===== config.mk =====
export PLATFORM = sky130hd
export DESIGN_NAME = tft_window_fill_glyph_sequencer_core
export DESIGN_NICKNAME = d
export VERILOG_FILES = /design/src/design/tfg_pkg.sv /design/src/design/tfg_front.sv /design/src/design/tfg_queue.sv /design/src/design/tfg_back.sv /design/src/design/tft_window_fill_glyph_sequencer_core.sv
export SDC_FILE = /design/constraint.sdc
export NUM_CORES = 1
export LEC_CHECK = 0
export BUFFER_PORTS_ARGS = -buffer_cell sky130_fd_sc_hd__buf_4
export CAP_MARGIN = 20
export CORE_ASPECT_RATIO = 1.2
export CORE_MARGIN = 2
export CORE_UTILIZATION = 60
export CTS_BUF_LIST = sky130_fd_sc_hd__clkbuf_4 sky130_fd_sc_hd__clkbuf_8
export CTS_CLUSTER_DIAMETER = 80
export DETAILED_ROUTE_END_ITERATION = 7
export GPL_TIMING_DRIVEN = 0
export PLACE_DENSITY = 0.81
export RECOVER_POWER = 100
export SYNTH_ARGS = -nofsm -noshare
export SYNTH_HDL_FRONTEND = slang
export SYNTH_SLANG_ARGS = --single-unit

===== constraint.sdc =====
create_clock -name clk -period 8.2 [get_ports clk]
set_input_delay 2.05 -clock clk [delete_from_list [all_inputs] [get_ports clk]]
set_output_delay 2.05 -clock clk [all_outputs]
set_load 0.005 [all_outputs]

===== src/design/tfg_pkg.sv =====
// ----------------------------------------------------------------------------
// tfg_pkg
// Shared types and constants for the TFT window fill and glyph sequencer.
// ----------------------------------------------------------------------------
package tfg_pkg;

	// Request selector codes. Code three is not a start and acts as a tick.
	localparam logic [1:0] CMD_TICK  = 2'd0;
	localparam logic [1:0] CMD_FILL  = 2'd1;
	localparam logic [1:0] CMD_GLYPH = 2'd2;

	// Classified item kinds as seen by the back end.
	localparam logic [1:0] KIND_TICK  = 2'd0;
	localparam logic [1:0] KIND_FILL  = 2'd1;
	localparam logic [1:0] KIND_GLYPH = 2'd2;

	// Display controller opcodes.
	localparam logic [7:0] OP_COLSET = 8'h2A;
	localparam logic [7:0] OP_ROWSET = 8'h2B;
	localparam logic [7:0] OP_MEMWR  = 8'h2C;
	localparam logic [7:0] BYTE_ZERO = 8'h00;

	// Byte sequence steps.
	localparam logic [3:0] STEP_COLSET = 4'd0;
	localparam logic [3:0] STEP_X0     = 4'd2;
	localparam logic [3:0] STEP_X1     = 4'd4;
	localparam logic [3:0] STEP_ROWSET = 4'd5;
	localparam logic [3:0] STEP_Y0     = 4'd7;
	localparam logic [3:0] STEP_Y1     = 4'd9;
	localparam logic [3:0] STEP_MEMWR  = 4'd10;
	localparam logic [3:0] STEP_HI     = 4'd11;
	localparam logic [3:0] STEP_LO     = 4'd12;

	// Glyph column inputs per request and column slots in the store.
	localparam int GLYPH_INPUTS = 5;
	localparam int GLYPH_SLOTS  = 8;

	typedef struct packed {
		logic [1:0]  cmd;
		logic [7:0]  pos_x;
		logic [7:0]  pos_y;
		logic [7:0]  rect_w;
		logic [7:0]  rect_h;
		logic [15:0] fg_color;
		logic [15:0] bg_color;
		logic [7:0]  glyph_col0;
		logic [7:0]  glyph_col1;
		logic [7:0]  glyph_col2;
		logic [7:0]  glyph_col3;
		logic [7:0]  glyph_col4;
	} req_t;

	typedef struct packed {
		logic        byte_valid;
		logic [7:0]  out_byte;
		logic        is_data;
		logic        last_byte;
		logic        busy_res;
		logic        rejected;
	} rsp_t;

	typedef struct packed {
		logic [1:0]                        kind;
		logic [7:0]                        pos_x;
		logic [7:0]                        pos_y;
		logic [7:0]                        rect_w;
		logic [7:0]                        rect_h;
		logic [15:0]                       fg_color;
		logic [15:0]                       bg_color;
		logic [GLYPH_INPUTS-1:0][7:0]      glyph;
		logic [15:0]                       area;
	} item_t;

endpackage


===== src/design/tfg_front.sv =====
// ----------------------------------------------------------------------------
// tfg_front
// Accepts requests, classifies them and precomputes the fill pixel count.
// ----------------------------------------------------------------------------
module tfg_front (
	input  logic          clk,
	input  logic          arst_n,
	input  logic          req_valid,
	output logic          req_stall,
	input  tfg_pkg::req_t req,
	output logic          push,
	output tfg_pkg::item_t push_item,
	input  logic          full
);

	logic           valid_s1;
	tfg_pkg::item_t item_s1;
	tfg_pkg::item_t item_d;

	// The stage holds only when the queue cannot take its item.
	assign push      = valid_s1 && !full;
	assign req_stall = valid_s1 && full;
	assign push_item = item_s1;

	// Classify the selector and gather the glyph columns.
	always_comb begin
		item_d.pos_x    = req.pos_x;
		item_d.pos_y    = req.pos_y;
		item_d.rect_w   = req.rect_w;
		item_d.rect_h   = req.rect_h;
		item_d.fg_color = req.fg_color;
		item_d.bg_color = req.bg_color;
		item_d.glyph[0] = req.glyph_col0;
		item_d.glyph[1] = req.glyph_col1;
		item_d.glyph[2] = req.glyph_col2;
		item_d.glyph[3] = req.glyph_col3;
		item_d.glyph[4] = req.glyph_col4;
		item_d.area     = 16'(req.rect_w) * 16'(req.rect_h);
		unique case (req.cmd)
			tfg_pkg::CMD_FILL:  item_d.kind = tfg_pkg::KIND_FILL;
			tfg_pkg::CMD_GLYPH: item_d.kind = tfg_pkg::KIND_GLYPH;
			default:            item_d.kind = tfg_pkg::KIND_TICK;
		endcase
	end

	always_ff @(posedge clk or negedge arst_n) begin
		if (!arst_n) begin
			valid_s1 <= 1'b0;
		end else if (!req_stall) begin
			valid_s1 <= req_valid;
		end
	end

	// Payload loads on every accepted transfer.
	always_ff @(posedge clk) begin
		if (req_valid && !req_stall) begin
			item_s1 <= item_d;
		end
	end

endmodule


===== src/design/tfg_queue.sv =====
// ----------------------------------------------------------------------------
// tfg_queue
// Small first-in first-out queue between the front and the back end.
// ----------------------------------------------------------------------------
module tfg_queue #(
	parameter int DEPTH = 4
) (
	input  logic           clk,
	input  logic           arst_n,
	input  logic           push,
	input  tfg_pkg::item_t push_item,
	output logic           full,
	input  logic           pop,
	output logic           pop_valid,
	output tfg_pkg::item_t pop_item
);

	localparam int PTR_W = $clog2(DEPTH);
	localparam int CNT_W = $clog2(DEPTH + 1);

	tfg_pkg::item_t    mem_q [DEPTH];
	logic [PTR_W-1:0]  wr_ptr_q;
	logic [PTR_W-1:0]  rd_ptr_q;
	logic [CNT_W-1:0]  count_q;

	assign full      = count_q == CNT_W'(DEPTH);
	assign pop_valid = count_q != '0;
	assign pop_item  = mem_q[rd_ptr_q];

	// Pointers wrap explicitly so any depth works.
	always_ff @(posedge clk or negedge arst_n) begin
		if (!arst_n) begin
			wr_ptr_q <= '0;
			rd_ptr_q <= '0;
			count_q  <= '0;
		end else begin
			if (push) begin
				wr_ptr_q <= (wr_ptr_q == PTR_W'(DEPTH - 1)) ? '0 : wr_ptr_q + 1'b1;
			end
			if (pop) begin
				rd_ptr_q <= (rd_ptr_q == PTR_W'(DEPTH - 1)) ? '0 : rd_ptr_q + 1'b1;
			end
			if (push && !pop) begin
				count_q <= count_q + 1'b1;
			end else if (pop && !push) begin
				count_q <= count_q - 1'b1;
			end
		end
	end

	always_ff @(posedge clk) begin
		if (push) begin
			mem_q[wr_ptr_q] <= push_item;
		end
	end

`ifndef SYNTH
	a_no_push_full: assert property (@(posedge clk) disable iff (!arst_n)
		push |-> (!full || pop))
		else $error("queue written while full");
`endif

endmodule


===== src/design/tfg_back.sv =====
// ----------------------------------------------------------------------------
// tfg_back
// Carries out queued items: holds the request state and emits one result
// per item into an output register.
// ----------------------------------------------------------------------------
module tfg_back #(
	parameter int GLYPH_COLUMNS = 5,
	parameter int GLYPH_ROWS    = 8
) (
	input  logic           clk,
	input  logic           arst_n,
	input  logic           q_valid,
	input  tfg_pkg::item_t q_item,
	output logic           pop,
	output logic           rsp_valid,
	input  logic           rsp_stall,
	output tfg_pkg::rsp_t  rsp
);

	// Request state.
	logic        active_q;
	logic        glyph_mode_q;
	logic [7:0]  win_x_q;
	logic [7:0]  win_y_q;
	logic [7:0]  win_w_q;
	logic [7:0]  win_h_q;
	logic [15:0] fore_q;
	logic [15:0] back_q;
	logic [3:0]  step_q;
	logic [15:0] pixels_q;
	logic [2:0]  column_q;
	logic [2:0]  row_q;
	logic [7:0]  glyph_q [tfg_pkg::GLYPH_SLOTS];

	logic        n_active;
	logic [3:0]  n_step;
	logic [15:0] n_pixels;
	logic [2:0]  n_column;
	logic [2:0]  n_row;
	logic        load;

	logic          rsp_valid_q;
	tfg_pkg::rsp_t rsp_q;
	tfg_pkg::rsp_t rsp_d;

	logic [7:0]  x0;
	logic [7:0]  x1;
	logic [7:0]  y0;
	logic [7:0]  y1;
	logic [7:0]  win_byte;
	logic [15:0] pix_color;
	logic        start;
	logic        row_end;
	logic        col_end;

	assign start     = q_item.kind != tfg_pkg::KIND_TICK;
	assign pop       = q_valid && (!rsp_valid_q || !rsp_stall);
	assign rsp_valid = rsp_valid_q;
	assign rsp       = rsp_q;

	assign row_end = ({1'b0, row_q} + 4'd1) >= 4'(GLYPH_ROWS);
	assign col_end = ({1'b0, column_q} + 4'd1) >= 4'(GLYPH_COLUMNS);

	// Window corners: one pixel per glyph dot, or the whole fill rectangle.
	always_comb begin
		if (glyph_mode_q) begin
			x0 = win_x_q + {5'd0, column_q};
			x1 = x0;
			y0 = win_y_q + {5'd0, row_q};
			y1 = y0;
		end else begin
			x0 = win_x_q;
			x1 = win_x_q + win_w_q - 8'd1;
			y0 = win_y_q;
			y1 = win_y_q + win_h_q - 8'd1;
		end
	end

	always_comb begin
		unique case (step_q)
			tfg_pkg::STEP_COLSET: win_byte = tfg_pkg::OP_COLSET;
			tfg_pkg::STEP_X0:     win_byte = x0;
			tfg_pkg::STEP_X1:     win_byte = x1;
			tfg_pkg::STEP_ROWSET: win_byte = tfg_pkg::OP_ROWSET;
			tfg_pkg::STEP_Y0:     win_byte = y0;
			tfg_pkg::STEP_Y1:     win_byte = y1;
			tfg_pkg::STEP_MEMWR:  win_byte = tfg_pkg::OP_MEMWR;
			default:              win_byte = tfg_pkg::BYTE_ZERO;
		endcase
	end

	// A glyph dot picks foreground for a set bit, background otherwise.
	assign pix_color = (!glyph_mode_q || glyph_q[column_q][row_q]) ? fore_q : back_q;

	// Next state and the result for the item at the head of the queue.
	always_comb begin
		n_active = active_q;
		n_step   = step_q;
		n_pixels = pixels_q;
		n_column = column_q;
		n_row    = row_q;
		load     = 1'b0;
		rsp_d    = '0;
		if (start) begin
			if (active_q) begin
				rsp_d.rejected = 1'b1;
			end else begin
				load     = 1'b1;
				n_active = 1'b1;
				n_step   = tfg_pkg::STEP_COLSET;
				n_pixels = q_item.area;
				n_column = '0;
				n_row    = '0;
			end
			rsp_d.busy_res = 1'b1;
		end else if (active_q) begin
			rsp_d.byte_valid = 1'b1;
			if (step_q <= tfg_pkg::STEP_MEMWR) begin
				rsp_d.out_byte = win_byte;
				rsp_d.is_data  = !(step_q == tfg_pkg::STEP_COLSET ||
					step_q == tfg_pkg::STEP_ROWSET || step_q == tfg_pkg::STEP_MEMWR);
				if (step_q == tfg_pkg::STEP_MEMWR && !glyph_mode_q && pixels_q == '0) begin
					rsp_d.last_byte = 1'b1;
					n_active        = 1'b0;
					n_step          = tfg_pkg::STEP_COLSET;
				end else begin
					n_step = step_q + 4'd1;
				end
			end else if (step_q == tfg_pkg::STEP_HI) begin
				rsp_d.out_byte = pix_color[15:8];
				rsp_d.is_data  = 1'b1;
				n_step         = tfg_pkg::STEP_LO;
			end else begin
				rsp_d.out_byte = pix_color[7:0];
				rsp_d.is_data  = 1'b1;
				if (glyph_mode_q) begin
					n_step = tfg_pkg::STEP_COLSET;
					if (row_end) begin
						if (col_end) begin
							rsp_d.last_byte = 1'b1;
							n_active        = 1'b0;
						end else begin
							n_row    = '0;
							n_column = column_q + 3'd1;
						end
					end else begin
						n_row = row_q + 3'd1;
					end
				end else begin
					n_pixels = pixels_q - 16'd1;
					if (n_pixels == '0) begin
						rsp_d.last_byte = 1'b1;
						n_active        = 1'b0;
						n_step          = tfg_pkg::STEP_COLSET;
					end else begin
						n_step = tfg_pkg::STEP_HI;
					end
				end
			end
			rsp_d.busy_res = n_active;
		end
	end

	// Control state and output register.
	always_ff @(posedge clk or negedge arst_n) begin
		if (!arst_n) begin
			active_q     <= 1'b0;
			glyph_mode_q <= 1'b0;
			win_x_q      <= '0;
			win_y_q      <= '0;
			win_w_q      <= '0;
			win_h_q      <= '0;
			fore_q       <= '0;
			back_q       <= '0;
			step_q       <= tfg_pkg::STEP_COLSET;
			pixels_q     <= '0;
			column_q     <= '0;
			row_q        <= '0;
			rsp_valid_q  <= 1'b0;
		end else begin
			if (pop) begin
				active_q <= n_active;
				step_q   <= n_step;
				pixels_q <= n_pixels;
				column_q <= n_column;
				row_q    <= n_row;
				if (load) begin
					glyph_mode_q <= q_item.kind == tfg_pkg::KIND_GLYPH;
					win_x_q      <= q_item.pos_x;
					win_y_q      <= q_item.pos_y;
					win_w_q      <= q_item.rect_w;
					win_h_q      <= q_item.rect_h;
					fore_q       <= q_item.fg_color;
					back_q       <= q_item.bg_color;
				end
			end
			if (pop) begin
				rsp_valid_q <= 1'b1;
			end else if (!rsp_stall) begin
				rsp_valid_q <= 1'b0;
			end
		end
	end

	// Glyph columns and the result payload need no reset.
	always_ff @(posedge clk) begin
		if (pop && load && q_item.kind == tfg_pkg::KIND_GLYPH) begin
			for (int i = 0; i < tfg_pkg::GLYPH_INPUTS; i++) begin
				glyph_q[i] <= q_item.glyph[i];
			end
			for (int i = tfg_pkg::GLYPH_INPUTS; i < tfg_pkg::GLYPH_SLOTS; i++) begin
				glyph_q[i] <= '0;
			end
		end
		if (pop) begin
			rsp_q <= rsp_d;
		end
	end

`ifndef SYNTH
	a_last_idle: assert property (@(posedge clk) disable iff (!arst_n)
		rsp_valid_q && rsp_q.last_byte |-> !rsp_q.busy_res && rsp_q.byte_valid)
		else $error("last byte reported while still busy");
	a_reject_busy: assert property (@(posedge clk) disable iff (!arst_n)
		rsp_valid_q && rsp_q.rejected |-> rsp_q.busy_res && !rsp_q.byte_valid)
		else $error("rejected result with a byte or while idle");
	a_idle_step: assert property (@(posedge clk) disable iff (!arst_n)
		!active_q |-> step_q == tfg_pkg::STEP_COLSET)
		else $error("sequence step left mid-way while idle");
`endif

endmodule


===== src/design/tft_window_fill_glyph_sequencer_core.sv =====
// ----------------------------------------------------------------------------
// tft_window_fill_glyph_sequencer_core
// Turns fill and glyph requests plus byte-slot ticks into the command and
// data byte stream for a TFT controller, one result per request.
//
// Channel   Direction  Payload          Handshake
// req       in         tfg_pkg::req_t   req_valid / req_stall
// rsp       out        tfg_pkg::rsp_t   rsp_valid / rsp_stall
//
// Every request, tick or start, yields exactly one result, in order.
// A request is accepted each cycle unless req_stall holds it; its result is
// offered after it passes the front register, the queue and the output
// register.
// The back end retires one queued request per cycle unless a result stall holds it.
// Reset clears the request state and empties the queue.
// A result stall holds the output register; the queue then absorbs requests
// until it fills, and only then is req_stall raised.
// ----------------------------------------------------------------------------
module tft_window_fill_glyph_sequencer_core #(
	parameter int GLYPH_COLUMNS = 5,
	parameter int GLYPH_ROWS    = 8,
	parameter int QUEUE_DEPTH   = 4
) (
	input  logic          clk,
	input  logic          arst_n,
	input  logic          req_valid,
	output logic          req_stall,
	input  tfg_pkg::req_t req,
	output logic          rsp_valid,
	input  logic          rsp_stall,
	output tfg_pkg::rsp_t rsp
);

	logic           push;
	logic           full;
	logic           pop;
	logic           q_valid;
	tfg_pkg::item_t push_item;
	tfg_pkg::item_t q_item;

	tfg_front u_front (
		.clk       (clk),
		.arst_n    (arst_n),
		.req_valid (req_valid),
		.req_stall (req_stall),
		.req       (req),
		.push      (push),
		.push_item (push_item),
		.full      (full)
	);

	tfg_queue #(
		.DEPTH (QUEUE_DEPTH)
	) u_queue (
		.clk       (clk),
		.arst_n    (arst_n),
		.push      (push),
		.push_item (push_item),
		.full      (full),
		.pop       (pop),
		.pop_valid (q_valid),
		.pop_item  (q_item)
	);

	tfg_back #(
		.GLYPH_COLUMNS (GLYPH_COLUMNS),
		.GLYPH_ROWS    (GLYPH_ROWS)
	) u_back (
		.clk       (clk),
		.arst_n    (arst_n),
		.q_valid   (q_valid),
		.q_item    (q_item),
		.pop       (pop),
		.rsp_valid (rsp_valid),
		.rsp_stall (rsp_stall),
		.rsp       (rsp)
	);

endmodule


==> results by stage <==
Power:
- Summing internal, switching and leakage power gives 10.9 mW.
- IR analysis of the VDD net gives a maximum drop of 0.161 mV.
- The power density of the placed cells is 304 nW/um^2.
- The total leakage power is 13.2 nW.

Route:
- After detailed routing, the total wire length is 66,400 um.
- The routed length per placed instance is 22.9 um.
- Using the TritonRoute via totals, the vias-per-cell ratio works out to 5.97.
- Detailed routing inserted a total of 17,300 vias.
- The count of nets left with antenna violations once routing finished came out at 0.
- The number of search-and-repair iterations in the first detailed-routing pass is 5.
- The DRC violation count after routing is 0.
- The iteration-0 DRC count of the detailed router is 1,520.

STA:
- Final hold analysis gives a worst-case slack of 0.489 ns.
- Setup violations remaining at the end of the flow were counted as 0.
- After layout, the worst path uses 81.5% of the clock period.
- The final-report hold violation count is 0.
- Clock skew on the completed layout was measured at 0.0372 ns.
- The final-report max-slew violation count was 654.
- Derived from the worst setup path, the maximum achievable clock frequency is 150 MHz.
- Setup repair after global routing left no endpoint under its margin.
- The worst pin sits at a relative slew slack of -147%.
- Counting I/O delays and the setup requirement, the final critical path takes 6.68 ns.
- In the post-route analysis, the smallest setup slack over all paths is 1.52 ns.
- At the pin with the least slew margin, the transition time is 3.71 ns.

Synth:
- Summing the areas of all fa, ha and maj instances in the mapped netlist gives 5.92% of the synthesized area.
- Counting flops and latches in the post-synthesis netlist gives 764.
- The count of unique library cells instantiated by Yosys is 68.
- Of the total synthesized cell area, the portion taken by XOR and XNOR cells is 1.17%.
- Sequential elements use 70.0% of the synthesized area.
- The average instance area after synthesis is 17.3 sq um.
- In the post-synthesis netlist, the biggest area contributors are sky130_fd_sc_hd__edfxtp_1, sky130_fd_sc_hd__mux4_2, sky130_fd_sc_hd__dfrtp_1, sky130_fd_sc_hd__ha_1, sky130_fd_sc_hd__fa_1.
- Yosys printed 0 warnings.
- Of all cell types, the one taking the most synthesized area is sky130_fd_sc_hd__edfxtp_1.
- The mapped netlist covers 32,100 sq um.
- The most frequently used flop master after synthesis is sky130_fd_sc_hd__edfxtp_1.
- Measured against the total synthesized area, the mux share comes to 11.5%.
- The synthesized-area fraction occupied by ao, oa, aoi and oai cells is 4.37%.
- When the netlist entered floorplanning its net count stood at 2,088.
- Summing the areas of all and, or, nand and nor instances in the mapped netlist gives 4.61% of the synthesized area.
- In the synthesized netlist, the number of instances is 1,851.
- The number of enable flip-flop cells after synthesis is 663.
- Of all flip-flops after synthesis, the portion carrying an async set or reset was 13.2%.
- The share of the synthesized area in the top cell type is 62.1%.
- Sorting the synthesized cells by how often they occur yields sky130_fd_sc_hd__edfxtp_1, sky130_fd_sc_hd__inv_1, sky130_fd_sc_hd__mux4_2.
- The most frequent cell after synthesis is sky130_fd_sc_hd__edfxtp_1.
- The dominant combinational cell family by area after synthesis is multiplexers.

Global route:
- For this run, the total global-route usage over all layers was measured as 24.5%.
- For this run the aggregate overflow at the end of global routing stands at 0.
- In the global route stage, met3 resource usage came out at 4.08%.
- The global-route wire length before repair is 102,000 um.
- The global routing met2 resource utilization is 41.8%.
- Global routing used 31.8% of the available met1 tracks.
- Entering global routing, the biggest net connects 67 pins.
- The global routing stage identified its most utilized layer as met2.
- The via count of the first global-routing pass came to 18,200.
- The initial antenna violation count is 1.

Final layout:
- Summing all flip-flop and latch instances after layout gives 22,400 sq um.
- Counting the fill cells in the layout gives 3,492.
- Compared with the post-synthesis result, the final layout area differs by 12.3%.
- The net total in the final layout is 2,339.
- Summing all multi-input logic gate instances after layout gives 8840 sq um.
- The share of post-route cells with drive strength above 1 is 21.7%.
- The summed area of non-filler cells in the final layout is 36,000 sq um.

CTS:
- TritonCTS built the clock tree.
- The deepest clock path buffer count is 3.
- The tree is rooted in a sky130_fd_sc_hd__clkbuf_8.
- The CTS H-tree depth is 3.
- The total of hold buffers inserted after clock tree synthesis is 0.
- Counting every sink on the clock net gives 764.
- The later pin in the worst-skew pair is clocked with a latency of 0.72 ns.
- The total of cells resized after clock tree synthesis is 0.
- In this run, CTS created clock tree buffers numbering 108.
- The register clock-pin slew on the reported worst setup and hold paths is 0.06 ns.
- Once the clock tree was built, the setup fixing pass inserted 0 buffers.

Flow run:
- The tool flagged a number of max-cap violations equal to 16.

Setup path:
- In this run the critical register-to-register path is launched from u_queue.rd_ptr_q[0].
- The worst setup path is captured at a register.
- At the worst endpoint, the required time is 8.52 ns.
- The worst setup path is of the input pin to register kind.
- The worst setup path is launched from an input pin.
- The worst flop-to-flop path endpoint is u_back.glyph_q[4][7].
- The biggest fanout along the worst timing path is 15.
- Counting cells, the worst reg-to-reg path comes to 13.
- The signal arrival time at the worst endpoint is 7.00 ns.
- Setup slack on the worst reg-to-reg path comes out at 1.57 ns.

Die:
- The core region is 52,700 sq um.
- The die is 257 um tall.
- The floorplan step defined a die boundary enclosing 55,300 sq um.
- The cell row count is 92.
- Pin placement for this block handled 125 I/O pins.
- The initial utilization of the core area, before any placement, comes to 60.8%.
- Measured along the x axis, the die boundary spans 215 um.

Place:
- The total of buffers placed on input and output ports is 124.
- The congestion estimate from routability-driven global placement came to 0.901.
- The standard cell area after detailed placement is 34,300 sq um.
- Summed over all nets, the half-perimeter wirelength after detailed placement is 44,700 um.
- The pre-CTS setup slack is 1.81 ns.

Hold path:
- The worst hold path passes through 0 cells.
- The tightest min-delay check is of the register to register type.
- The worst hold path endpoint is u_queue.mem_q[1][39].
- The worst hold path begins at u_front.push_item[39].

Outcome:
- The run finished, with violations left.
- The final reports fail on capacitance limit, slew limit.
[layout by cell type, fill, tap and decap left out, types with 34 or more instances in the layout]
cell type	synthesis	routed
sky130_fd_sc_hd__clkbuf_4	0	136
sky130_fd_sc_hd__clkbuf_1	43	99
sky130_fd_sc_hd__mux4_2	122	122
sky130_fd_sc_hd__o21ai_0	57	58
sky130_fd_sc_hd__and2_1	62	51
sky130_fd_sc_hd__a21oi_1	50	50
sky130_fd_sc_hd__edfxtp_1	663	663
sky130_fd_sc_hd__clkbuf_8	0	115
sky130_fd_sc_hd__ha_1	86	86
sky130_fd_sc_hd__dfrtp_1	101	101
sky130_fd_sc_hd__fa_1	41	41
sky130_fd_sc_hd__inv_1	134	134
sky130_fd_sc_hd__mux2_2	66	64
sky130_fd_sc_hd__xnor2_1	34	34
sky130_fd_sc_hd__nor2_1	67	67
sky130_fd_sc_hd__nand2_1	73	73
[critical path, stage by stage]
cell and delay [ns]:
sky130_fd_sc_hd__clkbuf_4 0.12, sky130_fd_sc_hd__a21o_1 0.17, sky130_fd_sc_hd__clkbuf_1 0.28, sky130_fd_sc_hd__inv_1 0.59
sky130_fd_sc_hd__nand2_1 0.31, sky130_fd_sc_hd__clkbuf_1 0.51, sky130_fd_sc_hd__nor3b_1 0.71, sky130_fd_sc_hd__clkbuf_1 0.49
sky130_fd_sc_hd__clkbuf_1 0.59, sky130_fd_sc_hd__clkbuf_1 0.62, sky130_fd_sc_hd__clkbuf_1 0.53
[sequential cells by signal, summed over array words and instances (netlist names), 3 cells and up]
signal and cells:
u_back.pixels_q 16, u_back.back_q 16, u_back.step_q 4, u_queue.mem_q 488
u_back.win_w_q 8, u_back.fore_q 16, u_back.rsp 13, u_back.glyph_q 40
u_back.win_y_q 8, u_queue.count_q 3, u_front.push_item 122, u_back.win_h_q 8
u_back.column_q 3, u_back.row_q 3, u_back.win_x_q 8
[per-layer routing]
layer / share of wire, % / up-vias / wire (um)
met5: 0 / - / 0
met4: 2.9 / 0 / 1920
met3: 5.6 / 139 / 3750
met2: 52 / 654 / 34300
met1: 40 / 8887 / 26400
li1: - / 7594 / -
[per-stage QoR]
step	util (%)	TNS [ns]	cells
final	68.3	0	2895
after global routing	68.3	0	2895
after CTS	69.1	0	2894
after detailed placement	65.0	0	2697
after global placement	64.2	-439.67	2680
after floorplan	-	0	1851
[kinds of logic (layout without fill, tap and decap cells)]
| family | after synthesis | after routing |
|---|---|---|
| compound gates | 217 | 217 |
| simple gates | 292 | 292 |
| fa+ha+maj | 127 | 127 |
| mux | 208 | 208 |
| buf+inv | 200 | 538 |
| other cells | 0 | 1 |
| flops | 764 | 764 |
| xor+xnor | 43 | 43 |
[where the power goes]
part           switching [mW]  internal (mW)  leakage, nW
registers               0.249           5.24         7.53
clock network            1.38           1.56         1.17
logic                    1.48           1.02         4.54
[layout make-up]
type,instances,area share [%]
timing repair buffer,141,2.51
tap,705,2.45
clock buffer,158,5.29
buffer,65,0.702
clock inverter,39,0.761
antenna,1,0.00695
inverter,135,1.41
sequential,764,62.3
multi-input combinational,887,24.5
[worst max-delay path by stage]
stage | start | end | slack [ns] | cells after the start
final | rsp_stall | u_back.glyph_q[4][7] | 1.52 | 11
after global routing | u_queue.count_q[0] | u_queue.mem_q[0][19] | 1.19 | 4
after CTS | req[85] | u_front.push_item[15] | 2.53 | 15
after detailed placement | req[82] | u_front.push_item[15] | 1.81 | 17
after global placement | req_valid | u_front.push_item[92] | -3.17 | 2
after floorplan | req_valid | u_front.push_item[0] | 0.24 | 1
Note: power is estimated with default switching activity, not from simulation.
